**src/rtl/shortest_float_encoder_unit_assert.svh**
```systemverilog
// Assertion macros for the shortest float encoder.
// Used by rtl/shortest_float_encoder_unit.sv; needs no other file.
`ifndef SHORTEST_FLOAT_ENCODER_UNIT_ASSERT_SVH
`define SHORTEST_FLOAT_ENCODER_UNIT_ASSERT_SVH

// Check a property on every clock edge outside reset.
`define SFE_ASSERT(label, prop, msg) \
    label: assert property (@(posedge aclk) disable iff (!aresetn) (prop)) \
        else $error(msg);

// Check a property on every clock edge, reset included.
`define SFE_ASSERT_ALWAYS(label, prop, msg) \
    label: assert property (@(posedge aclk) (prop)) else $error(msg);

`endif

```
**src/rtl/sfe_pkg.sv**
```systemverilog
// Package for the shortest float encoder: head codes and field constants.
// Used by rtl/shortest_float_encoder_unit.sv; depends on nothing.
package sfe_pkg;

    localparam logic [7:0] HEAD_HALF   = 8'hF9;
    localparam logic [7:0] HEAD_SINGLE = 8'hFA;
    localparam logic [7:0] HEAD_DOUBLE = 8'hFB;

    localparam logic [3:0] BYTES_HALF   = 4'd2;
    localparam logic [3:0] BYTES_SINGLE = 4'd4;
    localparam logic [3:0] BYTES_DOUBLE = 4'd8;

    localparam logic [10:0] EXP_ALL_ONE = 11'h7FF;

    // Biased double exponent limits for normal halves and singles.
    localparam logic [10:0] HALF_EXP_MIN   = 11'd1009;  // 1023 - 14
    localparam logic [10:0] HALF_EXP_MAX   = 11'd1038;  // 1023 + 15
    localparam logic [10:0] SINGLE_EXP_MIN = 11'd897;   // 1023 - 126
    localparam logic [10:0] SINGLE_EXP_MAX = 11'd1150;  // 1023 + 127

    // Rebias offsets: double biased exponent minus this gives the target.
    localparam logic [10:0] HALF_REBIAS   = 11'd1008;   // 1023 - 15
    localparam logic [10:0] SINGLE_REBIAS = 11'd896;    // 1023 - 127

    localparam logic [15:0] HALF_QNAN    = 16'h7E00;
    localparam logic [15:0] HALF_POS_INF = 16'h7C00;
    localparam logic [15:0] HALF_NEG_INF = 16'hFC00;

    typedef struct packed {
        logic [7:0]  head_byte;
        logic [63:0] payload;
        logic [3:0]  payload_bytes;
    } sfe_result_t;

endpackage

```
**src/rtl/shortest_float_encoder_unit.sv**
```systemverilog
// Shortest float encoder: one registered stage that turns a double into its
// shortest CBOR float head byte and payload. Depends on rtl/sfe_pkg.sv and
// rtl/shortest_float_encoder_unit_assert.svh.
//
// Each request carries one IEEE binary64 pattern and yields exactly one
// result in the next cycle: head 0xF9/0xFA/0xFB with a right-aligned payload
// of 2, 4 or 8 bytes. Zeros and denormals give a signed half zero, NaNs give
// 0x7E00, infinities 0x7C00/0xFC00. The block takes one request per clock
// while the single result register is empty or being drained; a stalled
// result holds the input off.
`include "shortest_float_encoder_unit_assert.svh"

module shortest_float_encoder_unit (
    input  logic        aclk,
    input  logic        aresetn,
    input  logic        s_valid,
    output logic        s_ready,
    input  logic [63:0] s_value_bits,
    output logic        m_valid,
    input  logic        m_ready,
    output logic [7:0]  m_head_byte,
    output logic [63:0] m_payload,
    output logic [3:0]  m_payload_bytes
);

    logic                 valid_reg;
    sfe_pkg::sfe_result_t result_reg;
    sfe_pkg::sfe_result_t result_next;

    logic        sign;
    logic [10:0] efield;
    logic [51:0] mant;
    logic        is_half;
    logic        is_single;
    logic [10:0] half_exp;
    logic [10:0] single_exp;

    assign sign   = s_value_bits[63];
    assign efield = s_value_bits[62:52];
    assign mant   = s_value_bits[51:0];

    // Range tests on the biased exponent and the discarded mantissa bits.
    assign is_half   = (efield >= sfe_pkg::HALF_EXP_MIN) && (efield <= sfe_pkg::HALF_EXP_MAX)
                       && (mant[41:0] == 42'd0);
    assign is_single = (efield >= sfe_pkg::SINGLE_EXP_MIN)
                       && (efield <= sfe_pkg::SINGLE_EXP_MAX) && (mant[28:0] == 29'd0);
    assign half_exp   = efield - sfe_pkg::HALF_REBIAS;
    assign single_exp = efield - sfe_pkg::SINGLE_REBIAS;

    // Pick the shortest encoding in priority order.
    always_comb begin
        result_next.head_byte     = sfe_pkg::HEAD_DOUBLE;
        result_next.payload       = s_value_bits;
        result_next.payload_bytes = sfe_pkg::BYTES_DOUBLE;
        if (efield == 11'd0) begin
            result_next.head_byte     = sfe_pkg::HEAD_HALF;
            result_next.payload       = {48'd0, sign, 15'd0};
            result_next.payload_bytes = sfe_pkg::BYTES_HALF;
        end else if (is_half) begin
            result_next.head_byte     = sfe_pkg::HEAD_HALF;
            result_next.payload       = {48'd0, sign, half_exp[4:0], mant[51:42]};
            result_next.payload_bytes = sfe_pkg::BYTES_HALF;
        end else if (is_single) begin
            result_next.head_byte     = sfe_pkg::HEAD_SINGLE;
            result_next.payload       = {32'd0, sign, single_exp[7:0], mant[51:29]};
            result_next.payload_bytes = sfe_pkg::BYTES_SINGLE;
        end else if (efield == sfe_pkg::EXP_ALL_ONE) begin
            result_next.head_byte     = sfe_pkg::HEAD_HALF;
            result_next.payload_bytes = sfe_pkg::BYTES_HALF;
            if (mant != 52'd0) begin
                result_next.payload = {48'd0, sfe_pkg::HALF_QNAN};
            end else if (sign) begin
                result_next.payload = {48'd0, sfe_pkg::HALF_NEG_INF};
            end else begin
                result_next.payload = {48'd0, sfe_pkg::HALF_POS_INF};
            end
        end
    end

    // Accept a new request whenever the result register is free or draining.
    assign s_ready = !valid_reg || m_ready;

    always_ff @(posedge aclk) begin
        if (!aresetn) begin
            valid_reg <= 1'b0;
        end else if (s_ready) begin
            valid_reg <= s_valid;
        end
    end

    always_ff @(posedge aclk) begin
        if (s_valid && s_ready) begin
            result_reg <= result_next;
        end
    end

    assign m_valid         = valid_reg;
    assign m_head_byte     = result_reg.head_byte;
    assign m_payload       = result_reg.payload;
    assign m_payload_bytes = result_reg.payload_bytes;

    // A stalled result must not be overwritten or dropped.
    `SFE_ASSERT(a_hold_on_stall,
        (m_valid && !m_ready) |=> (m_valid && $stable(result_reg)),
        "result changed while stalled")
    // Head byte and byte count always agree.
    `SFE_ASSERT(a_head_len,
        m_valid |-> ((m_head_byte == sfe_pkg::HEAD_HALF
                      && m_payload_bytes == sfe_pkg::BYTES_HALF)
                     || (m_head_byte == sfe_pkg::HEAD_SINGLE
                         && m_payload_bytes == sfe_pkg::BYTES_SINGLE)
                     || (m_head_byte == sfe_pkg::HEAD_DOUBLE
                         && m_payload_bytes == sfe_pkg::BYTES_DOUBLE)),
        "head and length disagree")
    // Bits above a short payload are zero.
    `SFE_ASSERT(a_upper_zero,
        (m_valid && m_head_byte != sfe_pkg::HEAD_DOUBLE) |-> (m_payload[63:32] == 32'd0),
        "short payload has upper bits")
    // An accepted request appears at the output in the next cycle.
    `SFE_ASSERT(a_latency, (s_valid && s_ready) |=> m_valid, "accepted request not presented")
    // Reset leaves no result pending.
    `SFE_ASSERT_ALWAYS(a_reset_empty, !aresetn |=> !m_valid, "result valid after reset")

endmodule
```
**config.mk**
```make
export PLATFORM = sky130hd
export DESIGN_NAME = shortest_float_encoder_unit
export DESIGN_NICKNAME = d
export VERILOG_FILES = /design/src/rtl/sfe_pkg.sv /design/src/rtl/shortest_float_encoder_unit.sv
export VERILOG_INCLUDE_DIRS = /design/src /design/src/rtl
export SDC_FILE = /design/constraint.sdc
export NUM_CORES = 1
export LEC_CHECK = 0
export ABC_AREA = 1
export ABC_CLOCK_PERIOD_IN_PS = 6600
export BUFFER_PORTS_ARGS = -buffer_cell sky130_fd_sc_hd__buf_2
export CORE_ASPECT_RATIO = 1.2
export CORE_MARGIN = 5
export CORE_UTILIZATION = 44
export DETAILED_ROUTE_END_ITERATION = 6
export GPL_TIMING_DRIVEN = 0
export MAX_ROUTING_LAYER = met4
export PLACE_DENSITY_LB_ADDON = 0.05
export SLEW_MARGIN = 20
export SYNTH_ARGS = -nofsm -noshare
export SYNTH_HDL_FRONTEND = slang
export SYNTH_SLANG_ARGS = --single-unit
```
**constraint.sdc**
```tcl
create_clock -name aclk -period 6.6 [get_ports aclk]
set_input_delay 1.32 -clock aclk [delete_from_list [all_inputs] [get_ports aclk]]
set_output_delay 1.32 -clock aclk [all_outputs]
set_load 0.02 [all_outputs]
```
==> results by group, run 1 <==
Run status
  • Status: complete, no violations

Clocking
  • CTS H-tree depth: 3
  • CTS Buf Count: 9
  • Hold_buf cts: 0
  • Postcts setup bufs: 0
  • CTS tree: built
  • Post-CTS sizing: 0
  • Clock buffer depth: 2
  • CTS sink cnt: 70
  • Worst skew pair latency: 340 ps
  • CTS root buffer: clkbuf_8
  • Clock transition at the registers of the reported paths: roughly 70 ps

STA
  • Fin. max-slew vios: 0
  • RSZ-0062 raised after global routing: false
  • Final worst path period need: a little over 3000 ps
  • Max Fclk: 327 MHz
  • Final Cycle Share: 0.463
  • Clk_skew: around 6.5 ps
  • Final Hold Violating Endpoints: 0
  • Max_slew headroom: 0.542
  • Sum of negative setup slack: 0 ps
  • Worst Max-Slew Pin Slew: roughly 680 ps
  • Final Setup Violations: 0

Global route
  • Largest net degree at the start of global routing: 26
  • Antenna violations before repair: 0
  • Global-route wire length before repair: 17.0 mm
  • GRT Resource Usage Total: 0.220
  • Gr ovfl total: 0
  • Number of global-route vias before repair: 3437

Hold path
  • Critical hold path startpoint: m_valid$_SDFFE_PN0N_
  • HP Class: flop to flop
  • Worst hold path depth: 2
  • Hold worst-path end: m_valid$_SDFFE_PN0N_

Power
  • LEAKAGE: 2.35 nW
  • Power per cell area: 212 mW/mm^2
  • VDD IR max: ~130 uV

Detailed routing
  • Routed vias: 3405
  • Initial drt markers: 199
  • Vias per cell: 4.73
  • Total Routed Length: 10.7 mm
  • DRC Markers: 0
  • WL/cell: around 15 um
  • Antenna viol nets, final: 0
  • Drt pass-1 iters: 4

Critical path
  • FF-to-FF Start: m_valid$_SDFFE_PN0N_
  • Worst-path fanout max: 2
  • Crit path capture type: output pin
  • Required time of the critical path: 5280 ps
  • Critical Path AT: 1740 ps
  • Setup crit start kind: input port
  • R2R Setup Slk: roughly 5200 ps
  • FF-to-FF End: m_payload[63]$_SDFFCE_PP0P_
  • Reg2Reg Depth: 3
  • Critical path class: input port to output pin

Die
  • Initial Utilization: 0.446
  • # IOs: roughly 150
  • Die area: 0.0105 mm^2
  • Chip height: 112 um
  • Core footprint: 0.00847 mm^2
  • DIE WIDTH: about 95 um
  • Placement Rows: 37

Finish
  • Synth-to-Final Area Change: 30.5%
  • Final net count: between 600 and 700
  • Fin area: 0.00493 mm^2
  • # diodes: 0
  • Share of layout cells above drive strength 1: 0.315

Yosys
  • Syn Area/Cell: 8.55 um^2
  • Cells after Synth: between 400 and 500
  • Synthesized area: ~0.0038 mm^2
  • Post-synth cell types: 32
  • Sequential area share after synthesis: 0.554
  • Synthesis Warnings: 0
  • Synthesized flop and latch total: 70

Place
  • PortBufs: about 140
  • DPL Wire Length: 8.57 mm
  • Gpl congestion: approximately 0.9
  • Post-DP Area: 0.00472 mm^2

Run
  • Max-cap violation count: 0
layout by cell type, fill, tap and decap left out, types with 3 or more instances in the layout:
master and n:
clkbuf_1 5, inv_1 33, nor3_1 24, buf_16 3, nor2_2 3, nand3b_1 7, buf_2 143, buf_6 5
nand4_1 10, nor2_1 72, conb_1 7, nand2_1 156, nand3_1 12, clkbuf_8 12, inv_2 3, buf_4 7
nand2_2 6, edfxtp_1 69, o21ai_0 10
flip-flops by register name (all words and copies together), names as in the netlist:
signal           count
m_payload           64
m_payload_bytes      3
m_head_byte          2
m_valid              1
logic make-up after synthesis:
logic type | after synthesis | share of synthesized area
AO/OA/AOI/OAI | 14 | 0.0199
buffers and inverters | 57 | 0.0755
flip-flops | 70 | 0.554
other | 2 | 0.00199
AND/OR/NAND/NOR | 299 | 0.349
report_power, final:
group	internal [mW]	switching, mW	total [mW]
Sequential	0.518	0.00565	0.523
Clock	0.206	0.153	0.359
Combinational	0.0583	0.104	0.163
synthesized netlist by cell type, drive strengths merged:
cell type,n,area share
o211ai,1,0.0020
buf,18,0.037
nor3,24,0.032
or3,1,0.0017
a21oi,1,0.0013
nand3b,7,0.014
nor4,1,0.0017
conb,2,0.0020
o21ai,11,0.015
clkinv,1,0.00099
clkbuf,2,0.0020
nand4,11,0.020
nand3,13,0.021
nand2,164,0.17
dfxtp,1,0.0053
a21boi,1,0.0020
edfxtp,69,0.55
inv,36,0.036
nor2,77,0.085
and2,1,0.0017
metrics by stage:
step | worst slack, ps | total power [mW] | utilization | cells | hold slack (ps)
final | 3540 | 1.05 | 0.582 | 720 | 557
after global routing | 3500 | 1.09 | 0.582 | 720 | 624
after CTS | 3540 | 1.06 | 0.582 | 720 | 567
after detailed placement | 3510 | 0.697 | 0.558 | 704 | 553
after global placement | 12.5 | 0.692 | 0.546 | 701 | 485
after floorplan | 1380 | 0.624 | - | 447 | 729
worst max-delay path, cell delays in order:
cell	delay [ps]
buf_2	90
inv_1	90
nand2_1	70
buf_2	160
how the worst max path moves through the flow:
| stage | start | to | cells past startpoint | slack (ps) |
|---|---|---|---|---|
| after floorplan | s_valid | m_head_byte[0]$_SDFFCE_PP1P_ | 2 | 1380 |
| after global placement | s_valid | m_head_byte[1]$_SDFFCE_PP0P_ | 3 | 10 |
| after detailed placement | s_value_bits[53] | m_payload[53]$_SDFFCE_PP0P_ | 7 | 3510 |
| after CTS | m_ready | s_ready | 4 | 3540 |
| after global routing | m_ready | s_ready | 4 | 3500 |
| final | m_ready | s_ready | 4 | 3540 |
routing by layer:
| layer | vias up | wire (um) | share of wire | track usage |
|---|---|---|---|---|
| met5 | - | 0 | 0 | - |
| met4 | 0 | 147 | 0.014 | 0.0664 |
| met3 | 11 | 605 | 0.057 | 0.0432 |
| met2 | 111 | 5600 | 0.52 | 0.383 |
| met1 | 1545 | 4320 | 0.41 | 0.254 |
| li1 | 1738 | - | - | - |
layout make-up:
| cell class | instances | area [um^2] |
|---|---|---|
| multi-input combinational | 320 | 1430 |
| clock inverter | 1 | 30.0 |
| buffer | 20 | 146 |
| sequential | 70 | 2090 |
| fill | 829 | 3540 |
| inverter | 37 | 139 |
| tap | 117 | 146 |
| clock buffer | 15 | 176 |
| timing repair buffer | 140 | 768 |
No activity file was read; power rests on OpenSTA's default activity.
==> run 2, diff against run 1 <==
- ABC_AREA: 1 -> 0
- ABC_CLOCK_PERIOD_IN_PS: 6600 -> 3000
- clock period: 6.6 -> 3 ns (I/O delays scaled with it)
==> run 2 against run 1 <==
Global-route usage down 1.1 points. Via count decreased by 20%. First-iteration DRC count down 25%. Synthesized area decreased by 14%. Synthesized cell count shrank 40%. Die area down 12%. Design area shrank 13%. Routed wire length decreased by 14%. Count of clock-buffer cells in the layout decreased by 6. Register-to-register slack got worse by 3600 ps. Cell count shrank 29%. Sequential power up 120%. Critical endpoint is now m_payload[15]$_DFFE_PP_. Highest routed layer unchanged.
==> results by group, run 2 <==
Yosys
  • Synth async-reset ratio: 0 (unchanged)
  • Syn Area/Cell: 12.4 um^2 (+45%)
  • Cells after Synth: 264 (-40%)
  • Sequential area share after synthesis: 0.641 (+0.0872)
  • Most common cell in the synthesized netlist: edfxtp_1
  • Most frequent cells after synthesis: edfxtp_1 (69), and2_1 (33), nand2_1 (26)
  • Post-synth cell types: 39 (+22%)
  • Synthesis Warnings: 0 (unchanged)
  • Main synth FF type: edfxtp_1
  • EDFF count, synth: 69 (unchanged)
  • Share of the synthesized area in the top cell type: 0.635 (+0.0864)
  • Synthesized flop and latch total: 70 (unchanged)
  • Synthesized area: 0.00326 mm^2 (-14%)
  • Synth top area cells: edfxtp_1 (63%), and2_1 (6.3%), a22oi_1 (5.1%)
  • Synth area leader: edfxtp_1

STA
  • Final Hold Violating Endpoints: 0 (unchanged)
  • Max Fclk: 403 MHz
  • Worst Max-Slew Pin Slew: 667 ps (-14.2 ps)
  • Max_slew headroom: 0.553 (+0.0105)
  • Final Cycle Share: 0.826
  • Fin. max-slew vios: 0 (unchanged)
  • RSZ-0062 raised after global routing: false
  • Final worst path period need: 2480 ps
  • Final Setup Violations: 0 (unchanged)
  • Clk_skew: 7.62 ps (+1.07 ps)
  • Sum of negative setup slack: 0 ps (unchanged)

Critical path
  • Crit path capture type: flop
  • Required time of the critical path: 3150 ps (-2130 ps)
  • Top cell by count, worst path: nor4_1
  • Critical-path top delay cell: nor4_1
  • Setup crit start kind: input port
  • Critical Path AT: 2630 ps (+890 ps)
  • Critical-path cell list: buf_2 > nor4_1 > nand4_1 > nor4_1 > a31o_1 > a21oi_1 > o31ai_1
  • Worst-path fanout max: 5 (+3)
  • Critical path class: input port to flop
  • CP peak stage delay: 530 ps (+370 ps)

Place
  • PortBufs: 138 (+0.73%)
  • DPL Wire Length: 7.11 mm (-17%)
  • DP Cell Count: 498 (-29%)
  • Gpl congestion: 0.891 (-0.28%)

Detailed routing
  • Drt pass-1 iters: 4 (unchanged)
  • WL/cell: 17.8 um (+20%)
  • Initial drt markers: 150 (-25%)
  • Total Routed Length: 9.14 mm (-14%)
  • DRC Markers: 0 (unchanged)
  • Routed vias: 2713 (-20%)
  • Antenna viol nets, final: 0 (unchanged)
  • Vias per cell: 5.28 (+12%)

Finish
  • Final net count: 487 (-27%)
  • # diodes: 0 (unchanged)
  • Multi-input gate area: 0.00103 mm^2 (-28%)
  • Util after Layout: 0.594 (+0.0122)
  • Synth-to-Final Area Change: 31.6%
  • Max FFs per register: 64 (unchanged)
  • Share of layout cells above drive strength 1: 0.422 (+0.107)
  • Number of fillers in the final layout: 673 (-19%)
  • Commonest non-fill, non-tap cell in the layout: buf_2
  • FF+latch area: 0.00209 mm^2 (unchanged)
  • Commonest non-fill, non-tap cells in the layout: buf_2 (143), edfxtp_1 (69), and2_1 (32)
  • Non-Filler Instances: 514 (-29%)

Power
  • LEAKAGE: 1.80 nW (-23%)
  • Power per cell area: 507 mW/mm^2 (+140%)
  • VDD IR max: 323 uV (+150%)

Hold path
  • HP Class: input port to flop

Clocking
  • Hold_buf cts: 0 (unchanged)
  • Clock transition at the registers of the reported paths: 70 ps (about the same)
  • CTS sink cnt: 70 (unchanged)
  • CTS root buffer: clkbuf_8
  • CTS tree: built
  • CTS H-tree depth: 3 (unchanged)
  • Clock buffer depth: 2 (unchanged)
  • Worst skew pair latency: 340 ps (about the same)
  • CTS Buf Count: 9 (unchanged)
  • Postcts setup bufs: 0 (unchanged)
  • Post-CTS sizing: 0 (unchanged)

Run
  • Max-cap violation count: 0 (unchanged)

Die
  • DIE WIDTH: 88.6 um (-6.3%)
  • Placement Rows: 34 (-8.1%)
  • Initial Utilization: 0.451 (+0.00536)
  • Core footprint: 0.00723 mm^2 (-15%)
  • Die area: 0.00925 mm^2 (-12%)
  • # IOs: 146 (unchanged)
  • Chip height: 104 um (-6.4%)

Global route
  • Largest net degree at the start of global routing: 41 (+58%)
  • Number of global-route vias before repair: 2779 (-19%)
  • Antenna violations before repair: 0 (unchanged)
  • Global-route wire length before repair: 14.0 mm (-18%)
  • GRT Resource Usage Total: 0.209 (-0.0114)
  • Gr ovfl total: 0 (unchanged)

Run status
  • Status: complete, no violations
-- run 2: final timing paths --
path                             start                     endpoint  slack, ps  depth (start not counted)
setup / recovery      s_value_bits[16]      m_payload[15]$_DFFE_PP_        520                          7
hold / removal                 aresetn         m_valid$_SDFFE_PN0N_        520                          2
setup reg to reg  m_valid$_SDFFE_PN0N_  m_payload[51]$_SDFFCE_PP0P_       1570                          3
hold reg to reg   m_valid$_SDFFE_PN0N_         m_valid$_SDFFE_PN0N_        540                          2
-- run 2: routing by layer --
layer | global-route usage | vias up | share of wire
li1 | - | 1291 | -
met1 | 0.257 | 1282 | 0.38
met2 | 0.326 | 123 | 0.50
met3 | 0.0483 | 17 | 0.098
met4 | 0.0875 | 0 | 0.023
met5 | - | - | 0
-- run 2: metrics by stage --
stage	hold WS [ps]	area (um^2)	worst slack, ps	total power [mW]
after floorplan	739	3280	51.9	1.33
after global placement	499	4090	-485	1.47
after detailed placement	542	4110	129	1.47
after CTS	503	4300	501	2.20
after global routing	500	4300	291	2.27
final	516	4300	521	2.18
-- run 2: cells by family (layout without fill, tap and decap cells) --
| family | after synthesis | in the layout | synth area share |
|---|---|---|---|
| and+or+nand+nor | 121 | 121 | 0.198 |
| other | 2 | 7 | 0.00230 |
| AOI/OAI and AO/OA | 46 | 46 | 0.107 |
| buffers and inverters | 25 | 180 | 0.0514 |
| DFF | 70 | 70 | 0.641 |
-- run 2: cell type report --
type	count	area share
Timing Repair Buffer	139	0.165
Buffer	20	0.0347
Multi-Input combinational cell	174	0.239
Tap cell	90	0.0262
Clock inverter	7	0.0149
Inverter	5	0.00437
Clock buffer	9	0.0288
Sequential cell	70	0.487
-- run 2: critical path: cells and delay by family --
kind            cells  cell delay, ps
compound gates      3             520
buf+inv             1             100
simple gates        3            1400
-- run 2: report_power, final --
group / switching (mW) / total, mW / internal [mW]
sequential: 0.0122 / 1.15 / 1.14
combinational: 0.190 / 0.295 / 0.105
clock: 0.353 / 0.731 / 0.378
total: 0.555 / 2.18 / 1.62
